## config.mk

```make
export PLATFORM = sky130hd
export DESIGN_NAME = fragment_reassembler_unit
export DESIGN_NICKNAME = d
export VERILOG_FILES = /design/src/sv/fra_pkg.sv /design/src/sv/fra_front.sv /design/src/sv/fra_queue.sv /design/src/sv/fra_back.sv /design/src/sv/fragment_reassembler_unit.sv
export SDC_FILE = /design/constraint.sdc
export NUM_CORES = 1
export LEC_CHECK = 0
export ABC_AREA = 0
export BUFFER_PORTS_ARGS = -buffer_cell sky130_fd_sc_hd__buf_4
export CAP_MARGIN = 20
export CORE_MARGIN = 2
export CORE_UTILIZATION = 58
export CTS_CLUSTER_SIZE = 16
export DETAILED_ROUTE_END_ITERATION = 8
export PLACE_DENSITY = 0.79
export RECOVER_POWER = 50
export SKIP_LAST_GASP = 1
export SLEW_MARGIN = 20
export SYNTH_ARGS = -nofsm -noshare
export SYNTH_HDL_FRONTEND = slang
export SYNTH_SLANG_ARGS = --single-unit
```

## constraint.sdc

```tcl
create_clock -name clk_i -period 11 [get_ports clk_i]
set_input_delay 2.2 -clock clk_i [delete_from_list [all_inputs] [get_ports clk_i]]
set_output_delay 2.2 -clock clk_i [all_outputs]
set_load 0.005 [all_outputs]
```

## src/sv/fra_pkg.sv

```systemverilog
// Package for the fragment reassembler: shared constants, codes and types.
// No dependencies; imported by every module of the block.
`default_nettype none

package fra_pkg;

  localparam int unsigned FragWords  = 8;
  localparam int unsigned FragBytes  = FragWords * 8;
  localparam int unsigned WifW       = (FragWords > 1) ? $clog2(FragWords) : 1;
  localparam int unsigned QDepth     = 4;
  localparam int unsigned QPtrW      = $clog2(QDepth);
  localparam int unsigned QCntW      = $clog2(QDepth + 1);
  localparam int unsigned AddrW      = 3;
  localparam logic [15:0] CapReset   = 16'hFFFF;

  typedef enum logic [1:0] {
    CmdWord    = 2'd0,
    CmdTimeout = 2'd1,
    CmdStart   = 2'd2,
    CmdRsvd    = 2'd3
  } cmd_e;

  typedef enum logic [1:0] {
    CauseNone    = 2'd0,
    CauseTimeout = 2'd1,
    CauseOrder   = 2'd2,
    CauseSize    = 2'd3
  } cause_e;

  typedef enum logic [0:0] {
    RegCapacity = 1'b0,
    RegRsvd     = 1'b1
  } reg_e;

  typedef struct packed {
    logic        write_valid;
    logic [12:0] write_offset;
    logic [63:0] write_data;
    logic        message_done;
    logic [15:0] message_length;
    logic        aborted;
    cause_e      abort_cause;
  } res_t;

  typedef struct packed {
    logic empty;
    logic full;
  } q_stat_t;

endpackage

`default_nettype wire

```

## src/sv/fra_front.sv

```systemverilog
// Front end of the fragment reassembler: accepts items, tracks the session
// and classifies each word. Depends on fra_pkg.
`default_nettype none

module fra_front
  import fra_pkg::*;
(
  input  wire logic        clk_i,
  input  wire logic        rst_ni,
  input  wire logic        accept_i,
  input  wire logic [1:0]  command_i,
  input  wire logic [7:0]  message_id_i,
  input  wire logic [7:0]  packet_number_i,
  input  wire logic        more_follow_i,
  input  wire logic [63:0] payload_word_i,
  input  wire logic [15:0] capacity_i,
  output res_t             res_o,
  output logic             push_o
);

  logic            active_q, active_d;
  logic            known_q, known_d;
  logic [7:0]      exp_msg_q, exp_msg_d;
  logic [7:0]      exp_pkt_q, exp_pkt_d;
  logic [15:0]     bytes_q, bytes_d;
  logic [WifW-1:0] wif_q, wif_d;
  logic            drop_q, drop_d;
  logic            last_q, last_d;

  logic [7:0]      exp_v;
  logic [15:0]     bytes_v;
  logic [15:0]     bytes_n;
  logic            drop_v;
  logic            last_v;
  logic            abort_v;
  cause_e          cause_v;
  logic            final_w;
  logic [16:0]     need;

  always_comb begin
    active_d = active_q;
    known_d  = known_q;
    exp_msg_d = exp_msg_q;
    exp_pkt_d = exp_pkt_q;
    bytes_d  = bytes_q;
    wif_d    = wif_q;
    drop_d   = drop_q;
    last_d   = last_q;
    res_o    = '0;
    push_o   = 1'b0;
    exp_v    = exp_pkt_q;
    bytes_v  = bytes_q;
    drop_v   = drop_q;
    last_v   = last_q;
    abort_v  = 1'b0;
    cause_v  = CauseNone;
    final_w  = (wif_q == WifW'(FragWords - 1));
    bytes_n  = 16'd0;
    need     = 17'd0;
    if (accept_i) begin
      unique case (cmd_e'(command_i))
        CmdStart: begin
          active_d  = 1'b1;
          known_d   = 1'b0;
          exp_pkt_d = 8'd0;
          bytes_d   = 16'd0;
          wif_d     = '0;
          drop_d    = 1'b0;
          last_d    = 1'b0;
        end
        CmdTimeout: begin
          if (active_q) begin
            abort_v = 1'b1;
            cause_v = CauseTimeout;
          end
        end
        CmdWord: begin
          if (active_q) begin
            if (wif_q == '0) begin
              if (!known_q || message_id_i != exp_msg_q) begin
                known_d   = 1'b1;
                exp_msg_d = message_id_i;
                exp_v     = 8'd0;
                bytes_v   = 16'd0;
              end
              need = {1'b0, bytes_v} + 17'(FragBytes);
              if (packet_number_i < exp_v) begin
                drop_v = 1'b1;
              end else if (packet_number_i > exp_v) begin
                abort_v = 1'b1;
                cause_v = CauseOrder;
              end else if (need > {1'b0, capacity_i}) begin
                abort_v = 1'b1;
                cause_v = CauseSize;
              end else begin
                drop_v = 1'b0;
                last_v = !more_follow_i;
              end
            end
            exp_pkt_d = exp_v;
            bytes_d   = bytes_v;
            if (!abort_v) begin
              wif_d  = final_w ? '0 : wif_q + WifW'(1);
              drop_d = drop_v;
              last_d = last_v;
              if (!drop_v) begin
                bytes_n            = bytes_v + 16'd8;
                push_o             = 1'b1;
                res_o.write_valid  = 1'b1;
                res_o.write_offset = bytes_v[15:3];
                res_o.write_data   = payload_word_i;
                bytes_d            = bytes_n;
                if (final_w) begin
                  exp_pkt_d = exp_v + 8'd1;
                  if (last_v) begin
                    res_o.message_done   = 1'b1;
                    res_o.message_length = bytes_n;
                    active_d             = 1'b0;
                  end
                end
              end else if (final_w) begin
                drop_d = 1'b0;
              end
            end
          end
        end
        default: begin
        end
      endcase
      if (abort_v) begin
        push_o            = 1'b1;
        res_o.aborted     = 1'b1;
        res_o.abort_cause = cause_v;
        active_d          = 1'b0;
        wif_d             = '0;
        drop_d            = 1'b0;
      end
    end
  end

  always_ff @(posedge clk_i or negedge rst_ni) begin
    if (!rst_ni) begin
      active_q  <= 1'b0;
      known_q   <= 1'b0;
      exp_msg_q <= 8'd0;
      exp_pkt_q <= 8'd0;
      bytes_q   <= 16'd0;
      wif_q     <= '0;
      drop_q    <= 1'b0;
      last_q    <= 1'b0;
    end else begin
      active_q  <= active_d;
      known_q   <= known_d;
      exp_msg_q <= exp_msg_d;
      exp_pkt_q <= exp_pkt_d;
      bytes_q   <= bytes_d;
      wif_q     <= wif_d;
      drop_q    <= drop_d;
      last_q    <= last_d;
    end
  end

endmodule

`default_nettype wire

```

## src/sv/fra_queue.sv

```systemverilog
// Short result queue between the front and back ends of the reassembler.
// Depends on fra_pkg.
`default_nettype none

module fra_queue
  import fra_pkg::*;
(
  input  wire logic clk_i,
  input  wire logic rst_ni,
  input  wire logic push_i,
  input  res_t      wdata_i,
  input  wire logic pop_i,
  output res_t      head_o,
  output q_stat_t   stat_o
);

  res_t             mem_q [QDepth];
  logic [QPtrW-1:0] wr_q, wr_d;
  logic [QPtrW-1:0] rd_q, rd_d;
  logic [QCntW-1:0] cnt_q, cnt_d;

  always_comb begin
    stat_o.empty = (cnt_q == '0);
    stat_o.full  = (cnt_q == QCntW'(QDepth));
    head_o       = mem_q[rd_q];
    wr_d         = push_i ? wr_q + QPtrW'(1) : wr_q;
    rd_d         = pop_i ? rd_q + QPtrW'(1) : rd_q;
    cnt_d        = cnt_q + QCntW'(push_i) - QCntW'(pop_i);
  end

  always_ff @(posedge clk_i) begin
    if (push_i) begin
      mem_q[wr_q] <= wdata_i;
    end
  end

  always_ff @(posedge clk_i or negedge rst_ni) begin
    if (!rst_ni) begin
      wr_q  <= '0;
      rd_q  <= '0;
      cnt_q <= '0;
    end else begin
      wr_q  <= wr_d;
      rd_q  <= rd_d;
      cnt_q <= cnt_d;
    end
  end

endmodule

`default_nettype wire

```

## src/sv/fra_back.sv

```systemverilog
// Back end of the reassembler: moves queued results into the output register.
// Depends on fra_pkg.
`default_nettype none

module fra_back
  import fra_pkg::*;
(
  input  wire logic clk_i,
  input  wire logic rst_ni,
  input  res_t      head_i,
  input  q_stat_t   stat_i,
  output logic      pop_o,
  input  wire logic out_ready_i,
  output logic      out_valid_o,
  output res_t      out_o
);

  logic out_valid_q, out_valid_d;
  res_t out_q;

  always_comb begin
    pop_o       = !stat_i.empty && (!out_valid_q || out_ready_i);
    out_valid_d = pop_o || (out_valid_q && !out_ready_i);
    out_valid_o = out_valid_q;
    out_o       = out_q;
  end

  always_ff @(posedge clk_i) begin
    if (pop_o) begin
      out_q <= head_i;
    end
  end

  always_ff @(posedge clk_i or negedge rst_ni) begin
    if (!rst_ni) begin
      out_valid_q <= 1'b0;
    end else begin
      out_valid_q <= out_valid_d;
    end
  end

endmodule

`default_nettype wire

```

## src/sv/fragment_reassembler_unit.sv

```systemverilog
// Top level of the fragment reassembler: APB register, front end, result
// queue and output stage. Depends on fra_pkg, fra_front, fra_queue, fra_back.
//
//   channel | handshake               | payload
//   in      | in_valid_i / in_ready_o | command, message_id, packet_number,
//           |                         | more_follow, payload_word
//   out     | out_valid_o/out_ready_i | write_*, message_done, message_length,
//           |                         | aborted, abort_cause
//   cfg     | psel/penable/pwrite     | paddr, pwdata, prdata (pready tied high)
//
// One item per cycle; an item's result is written into the result queue and
// then moved into the output register. A four-entry queue sits between the
// front end and the output register, so input stalls only once it is full.
// Reset clears the session and sets buffer_capacity to 65535.
`default_nettype none

module fragment_reassembler_unit
  import fra_pkg::*;
(
  input  wire logic             clk_i,
  input  wire logic             rst_ni,
  input  wire logic             in_valid_i,
  output logic                  in_ready_o,
  input  wire logic [1:0]       command_i,
  input  wire logic [7:0]       message_id_i,
  input  wire logic [7:0]       packet_number_i,
  input  wire logic             more_follow_i,
  input  wire logic [63:0]      payload_word_i,
  output logic                  out_valid_o,
  input  wire logic             out_ready_i,
  output logic                  write_valid_o,
  output logic [12:0]           write_offset_o,
  output logic [63:0]           write_data_o,
  output logic                  message_done_o,
  output logic [15:0]           message_length_o,
  output logic                  aborted_o,
  output logic [1:0]            abort_cause_o,
  input  wire logic             psel,
  input  wire logic             penable,
  input  wire logic             pwrite,
  input  wire logic [AddrW-1:0] paddr,
  input  wire logic [31:0]      pwdata,
  output logic [31:0]           prdata,
  output logic                  pready
);

  logic [15:0] cap_q, cap_d;
  logic        cfg_wr;
  reg_e        reg_sel;
  logic        accept;
  logic        push;
  logic        pop;
  res_t        front_res;
  res_t        head;
  res_t        out_res;
  q_stat_t     qstat;

  always_comb begin
    pready  = 1'b1;
    reg_sel = reg_e'(paddr[2]);
    cfg_wr  = psel && penable && pwrite;
    cap_d   = cap_q;
    prdata  = 32'd0;
    unique case (reg_sel)
      RegCapacity: begin
        prdata = {16'd0, cap_q};
        if (cfg_wr) begin
          cap_d = pwdata[15:0];
        end
      end
      default: begin
      end
    endcase
  end

  always_ff @(posedge clk_i or negedge rst_ni) begin
    if (!rst_ni) begin
      cap_q <= CapReset;
    end else begin
      cap_q <= cap_d;
    end
  end

  assign in_ready_o = !qstat.full;
  assign accept     = in_valid_i && in_ready_o;

  fra_front u_front (
    .clk_i           (clk_i),
    .rst_ni          (rst_ni),
    .accept_i        (accept),
    .command_i       (command_i),
    .message_id_i    (message_id_i),
    .packet_number_i (packet_number_i),
    .more_follow_i   (more_follow_i),
    .payload_word_i  (payload_word_i),
    .capacity_i      (cap_q),
    .res_o           (front_res),
    .push_o          (push)
  );

  fra_queue u_queue (
    .clk_i   (clk_i),
    .rst_ni  (rst_ni),
    .push_i  (push),
    .wdata_i (front_res),
    .pop_i   (pop),
    .head_o  (head),
    .stat_o  (qstat)
  );

  fra_back u_back (
    .clk_i       (clk_i),
    .rst_ni      (rst_ni),
    .head_i      (head),
    .stat_i      (qstat),
    .pop_o       (pop),
    .out_ready_i (out_ready_i),
    .out_valid_o (out_valid_o),
    .out_o       (out_res)
  );

  assign write_valid_o    = out_res.write_valid;
  assign write_offset_o   = out_res.write_offset;
  assign write_data_o     = out_res.write_data;
  assign message_done_o   = out_res.message_done;
  assign message_length_o = out_res.message_length;
  assign aborted_o        = out_res.aborted;
  assign abort_cause_o    = out_res.abort_cause;

endmodule

`default_nettype wire

```

* Yosys cells after proc, flatten, opt, wreduce, memory -nomap -nowiden
Memory sizes are Yosys's and may differ from the RTL's. A register that Yosys moved wholly into a read port is not among the register bits.
Index checks and enable logic that the tools add are counted.
** Cells by class
- $lt $le $gt $ge :: 3
- Add/sub/neg operators :: 8
- Equal/unequal tests :: 11
- Reductions and logical operators :: 26
- Multiplexer cells :: 101
- Bitwise gates (word level) :: 1
** Operator list (number)
- 2-to-1 mux 95 bit :: 4
- 2-to-1 mux 16 bit :: 13
- 2-to-1 mux 8 bit :: 13
- 2-to-1 mux 98 bit :: 1
- 2-to-1 mux 1 bit :: 49
- 2-to-1 mux 17 bit :: 2
- case mux 16 bit (2 select lines) :: 1
- adder 16 x 7 -> 17 bit (second input constant) :: 1
- greater-than comparator 17 x 16 -> 1 bit :: 1
- adder 16 x 4 -> 16 bit (second input constant) :: 1
- case mux 8 bit (2 select lines) :: 1
- 2-to-1 mux 3 bit :: 5
- 2-to-1 mux 2 bit :: 5
- case mux 1 bit (2 select lines) :: 5
- AND reduction 5 bit :: 2
- adder 8 x 1 -> 8 bit (second input constant) :: 1
- greater-than comparator 8 bit :: 1
- < comparator 8 bit :: 1
- != test 8 bit :: 1
- AND reduction 4 bit :: 2
- == test 3 bit (second input constant) :: 2
- zero test 1 bit :: 6
- zero test 3 bit :: 2
- != test 2 x 1 -> 1 bit (second input constant) :: 3
- other kinds (19) :: 27
** Storage, ports and cells
- Bits of input ports :: 125
- Memories :: 1
- RAM bits :: 392
- Register bits :: 63
** Memory list
- u_queue.mem_q :: words 4, bits a word 98, read ports 1, clocked after Yosys merged registers in 1, write ports 1, line fra_queue.sv:17 : res_t mem_q [QDepth];

* Depth between registers and ports, before layout
- Word-level depth :: 24
- Mapped depth :: 24

* By module
Synthesis repeated with hierarchy kept, for this count alone.
** Unflattened totals
- Cell total of the unflattened synthesis :: 1232
- Area total of the unflattened synthesis :: 22536.6 um2
** Modules (own cells, without submodules)
- fra_queue :: seq. area each 11946.5 um2, area an instance 14632.8 um2, cells each 546, times used 1
- fra_front :: seq. area each 975.9 um2, area an instance 3981.3 um2, cells each 511, times used 1
- fra_back :: seq. area each 2967.8 um2, area an instance 2992.9 um2, cells each 103, times used 1
- fragment_reassembler_unit :: seq. area each 420.4 um2, area an instance 929.6 um2, cells each 72, times used 1

* Worst setup path before layout
OpenSTA, ideal clock, no wires.
- Path type :: input port to flip-flop
- From :: input message_id_i[4]
- To :: memory u_queue.mem_q[0][0] (netlist name), enable pin
- Buffers on the path :: 1
- Cell stages on the path :: 19
- Arrival time :: 10.170 ns
- Library setup time :: 0.568 ns
- Path slack :: 0.262 ns
- Cells stage by stage :: xnor2_1 -> nand4_1 -> nor3_4 -> clkbuf_1 -> nand2_1 -> inv_1 -> ha_1 -> nand3_2 -> nor3_1 -> xnor2_1 -> nor2_1 -> ha_1 -> o21a_1 -> o21ai_0 -> a311oi_1 -> o31ai_4 -> a211o_1 -> a311o_2 -> nor2b_1
** On the way
- Word-level cells in the longest chain between the ends :: 24
- Elaborated cells between the ends (all ways) :: 41
- Classes of those cells :: 1 x add/sub; 3 x order compare; 1 x eq/ne; 35 x mux; 1 x reduce/logical
** RTL lines
- from (decl) :: line fragment_reassembler_unit.sv:25 : input wire logic [7:0] message_id_i,
- != test 8 bit (*) :: line fra_front.sv:80 : if (!known_q || message_id_i != exp_msg_q) begin
- logical OR 1 bit (*) :: line fra_front.sv:80
- 2-to-1 mux 16 bit :: line fra_front.sv:80
- 2-to-1 mux 16 bit :: line fra_front.sv:79 : if (wif_q == '0) begin
- 2-to-1 mux 16 bit :: line fra_front.sv:78 : if (active_q) begin
- 2-to-1 mux 16 bit :: line fra_front.sv:61 : unique case (cmd_e'(command_i))
- 2-to-1 mux 16 bit :: line fra_front.sv:60 : if (accept_i) begin
- adder 16 x 7 -> 17 bit :: line fra_front.sv:86 : need = {1'b0, bytes_v} + 17'(FragBytes);
- [8 not listed]
- 2-to-1 mux 1 bit :: line fra_front.sv:106 : if (!drop_v) begin
- 2-to-1 mux 1 bit :: line fra_front.sv:102 : if (!abort_v) begin
- 2-to-1 mux 1 bit :: line fra_front.sv:78
- 2-to-1 mux 1 bit :: line fra_front.sv:61
- 2-to-1 mux 1 bit (*) :: line fra_front.sv:130 : if (abort_v) begin
- 2-to-1 mux 1 bit (*) :: line fra_front.sv:60
- 2-to-1 mux 1 bit (*) :: line fra_queue.sv:32 : if (push_i) begin
- 2-to-1 mux 1 bit (not written as such) (*) :: line fra_queue.sv:33 : mem_q[wr_q] <= wdata_i;
- to (decl) :: line fra_queue.sv:17
Every way passes the cells marked *; elsewhere a longest branch is shown, timed or not. The select of a mux whose other input is x is not followed.

* Final worst setup path
- From :: input message_id_i[0]
- To :: memory u_queue.mem_q[1][46] (netlist name), enable pin
The elaborated chain is that of the path after synthesis.

==> flow_summary.ini <==
[cells_and_area]
fill_cells = 2506
diodes = 0
layout_common_cells = edfxtp_1 (490), buf_4 (111), mux4_2 (98)
final_common_cell = edfxtp_1
drive_above_1_share_pct = 28.6
area_delta_synth_final_pct = 17.1
fin_util_pct = 69.1
nNetsFinal = 1630

[run_status]
violations = max-capacitance violations, max-slew violations
outcome = finished with violations

[yosys]
synth_cell_types = 67
synth_edf_count = 490
ys_ff_latch = 553
postSynthAreaPerCell_sq_um = 18.1
yosysWarnings = 0
async_flop_share_pct = 11.4
ys_seq_area_share_pct = 73.4
netlist_area_sq_mm = 0.0222
synth_cells = 1226
ys.flop_type = edfxtp_1

[sta]
period_share_pct = 81.1
setup_viol = 0
period_needed_ns = 8.92
relSlewSlack_pct = -135
slew_viol_final = 289
hold_viol_final = 0
clock_skew_ns = 0.0210
fmax_mhz = 112
tns_ns = 0
worst-slew-pin-transition_ns = 3.52
rsz0062_at_grt = false

[critical_path]
rrSetupSlack_ns = 3.40
arrival_ns = 9.12
r2r_cells = 19
path_buf_inv = 3
timing.critical_path.to = u_queue.mem_q[1][46]
rr_startpoint = u_front.exp_msg_q[0]
critPathMaxStageDelay_ns = 1.49
path_class = input pin to flop
r2r_end = u_queue.mem_q[1][46]
crit_family = simple AND/OR/NAND/NOR gates
cp-start-kind = input pin
path_max_fanout = 63
cp_cell_sequence = clkbuf_1 -> xnor2_1 -> nand4_1 -> nor3_1 -> nand2_1 -> inv_1 -> ha_1 -> nand3_1 -> nor3_1 -> xnor2_1 -> nor2_1 -> ha_1 -> o21a_1 -> o21a_1 -> a31o_2 -> o31ai_4 -> a21oi_1 -> a311o_1 -> nor2b_4 -> buf_4
worst_ep_required_time_ns = 11.21
crit_path_top_delay_cell = nor3_1
cp-startpoint = message_id_i[0]
crit_cells = 20
cp-end-kind = flop

[routing]
avgRoutedWirePerCell_um = 21.9
firstDrtPassIters = 5
routed_via_density = 5.72
vias = 11600
wirelength_um = 44200
post-route-drc-count = 0
drt_iter0_markers = 791
ant_nets = 0

[global_routing]
antenna_found_initial = 0
grt_overflow = 0
grt_max_degree = 99
grt_pass1_vias = 11900
track_usage_pct = 22.8
grt_pass1_wl_um = 68100

[floorplanning]
ioPinCount = 258
die_w_um = 200
core_sq_mm = 0.0377
die_h_um = 200
initial_core_util_pct = 59.0
dieArea_sq_mm = 0.0399
core.rowCount = 71

[cts]
htreeDepth = 2
clock_latency_ns = 0.59
cts_setup_buffers = 0
clk_path_buf_depth = 3
holdBufCountCts = 0
cts-root-buf = clkbuf_16
cts_tree = built
clock-sinks = 553
path_clk_slew_ns = 0.06
cts_buffers = 54
ctsResizeCount = 0

[power_and_ir_drop]
p_sw_mw = 1.56
ir_drop_uv = 161
sw_frac_of_total_pct = 25.9
power.total_mw = 6.00
pwr-share-clk_pct = 30.0
p_int_mw = 4.45
cellLeakagePower_nw = 8.97
pwr-share-seq_pct = 49.0
powerDensity_mw_per_mm2 = 231
combPwrFrac_pct = 21.1

[worst_hold_path]
hold_path.class = flop to flop

[flow_run]
maxCapViolCount = 6

[placed_design]
globalplace.congestion = 0.847
io_buffers = 222
place_hpwl_um = 25800
state kept, by name (all words and copies together), names as in the netlist, 2 cells and up:
signal / count
cap_q: 16
u_back.out_o: 98
u_front.bytes_q: 16
u_front.exp_msg_q: 8
u_front.exp_pkt_q: 8
u_front.wif_q: 3
u_queue.cnt_q: 3
u_queue.mem_q: 392
u_queue.rd_q: 2
u_queue.wr_q: 2
worst min-delay path by stage:
stage	start	to	slack, ns	depth (start not counted)
2_1_floorplan	u_front.bytes_q[1]	u_front.bytes_q[1]	0.46	1
3_3_place_gp	u_queue.cnt_q[2]	u_queue.cnt_q[2]	0.48	1
3_5_place_dp	u_queue.cnt_q[2]	u_queue.cnt_q[2]	0.48	1
4_1_cts	u_queue.cnt_q[2]	u_queue.cnt_q[2]	0.49	1
5_1_grt	u_queue.cnt_q[2]	u_queue.cnt_q[2]	0.52	1
6_report	u_queue.cnt_q[2]	u_queue.cnt_q[2]	0.48	1
cells in the mapped netlist (5+ instances only):
master,number,area share [%]
a211oi_1,5,0.17
a21oi_1,12,0.27
a31oi_1,5,0.14
and2_1,81,2.3
and3_1,9,0.25
and4_1,5,0.20
buf_1,11,0.19
buf_2,5,0.11
buf_4,18,0.61
clkbuf_1,33,0.56
dfrtp_1,47,5.3
dfstp_2,16,1.9
edfxtp_1,490,66
ha_1,37,2.1
inv_1,39,0.66
mux2_2,26,1.3
mux4_2,98,9.9
nand2_1,51,0.86
nand3_1,28,0.63
nand4_1,8,0.23
nor2_1,51,0.86
nor2b_1,7,0.20
nor3_1,17,0.38
o211ai_1,7,0.24
o21a_1,5,0.17
o21ai_0,18,0.41
or4_1,5,0.17
xnor2_1,23,0.91
xor2_1,5,0.20
metrics by stage:
step	instance area [sq um]	std cells	worst slack, ns	hold slack, ns
detailed placement	24400	1921	2.49	0.480
floorplan	22300	1241	0.262	0.459
global placement	24400	1921	2.68	0.479
global route	26000	2020	1.44	0.522
CTS	26200	2019	3.15	0.492
finish	26000	2020	2.08	0.484
worst register-to-register path, stage by stage, from the launching register on:
cell and delay (ns):
dfrtp_1 0.39, xnor2_1 0.17, nand4_1 0.23, nor3_1 1.49, nand2_1 0.23, inv_1 0.12, ha_1 0.19, nand3_1 0.17
nor3_1 0.29, xnor2_1 0.17, nor2_1 0.08, ha_1 0.32, o21a_1 0.12, o21a_1 0.16, a31o_2 0.21, o31ai_4 0.48
a21oi_1 0.44, a311o_1 0.68, nor2b_4 0.41, buf_4 0.81
final cells by class:
type / instances / area, sq um / area share [%]
clock inverter: 32 / 312 / 1.20
clock buffer: 66 / 1440 / 5.52
inverter: 40 / 150 / 0.577
multi-input combinational: 580 / 5490 / 21.1
timing repair buffer: 238 / 1690 / 6.50
sequential: 553 / 16300 / 62.7
tap: 511 / 639 / 2.46
kinds of logic after synthesis:
logic type	synth area share [%]
adders and majority gates	2.17
muxes	11.4
AOI/OAI and AO/OA	3.12
buffers and inverters	2.19
and+or+nand+nor	6.64
xor gates and xnor gates	1.10
DFF	73.4
other	0.0338
metal layers:
metal  vias to the layer above  global-route usage, %  wire length, um
met5                         -                      0                0
met4                         0                   5.51              669
met3                        55                   3.98             2790
met2                       395                   39.2            22800
met1                      5863                   30.9            18000
li1                       5245                      -                -
power by group through the flow:
stage	clock [mW]	sequential, mW	combinational, mW
after floorplan	0	2.91	0.797
after global placement	0	3.00	1.24
after detailed placement	0	3.01	1.26
after CTS	1.84	2.98	1.27
after global routing	1.91	2.98	1.38
final	1.80	2.94	1.27
(Power assumes the default switching activity.)
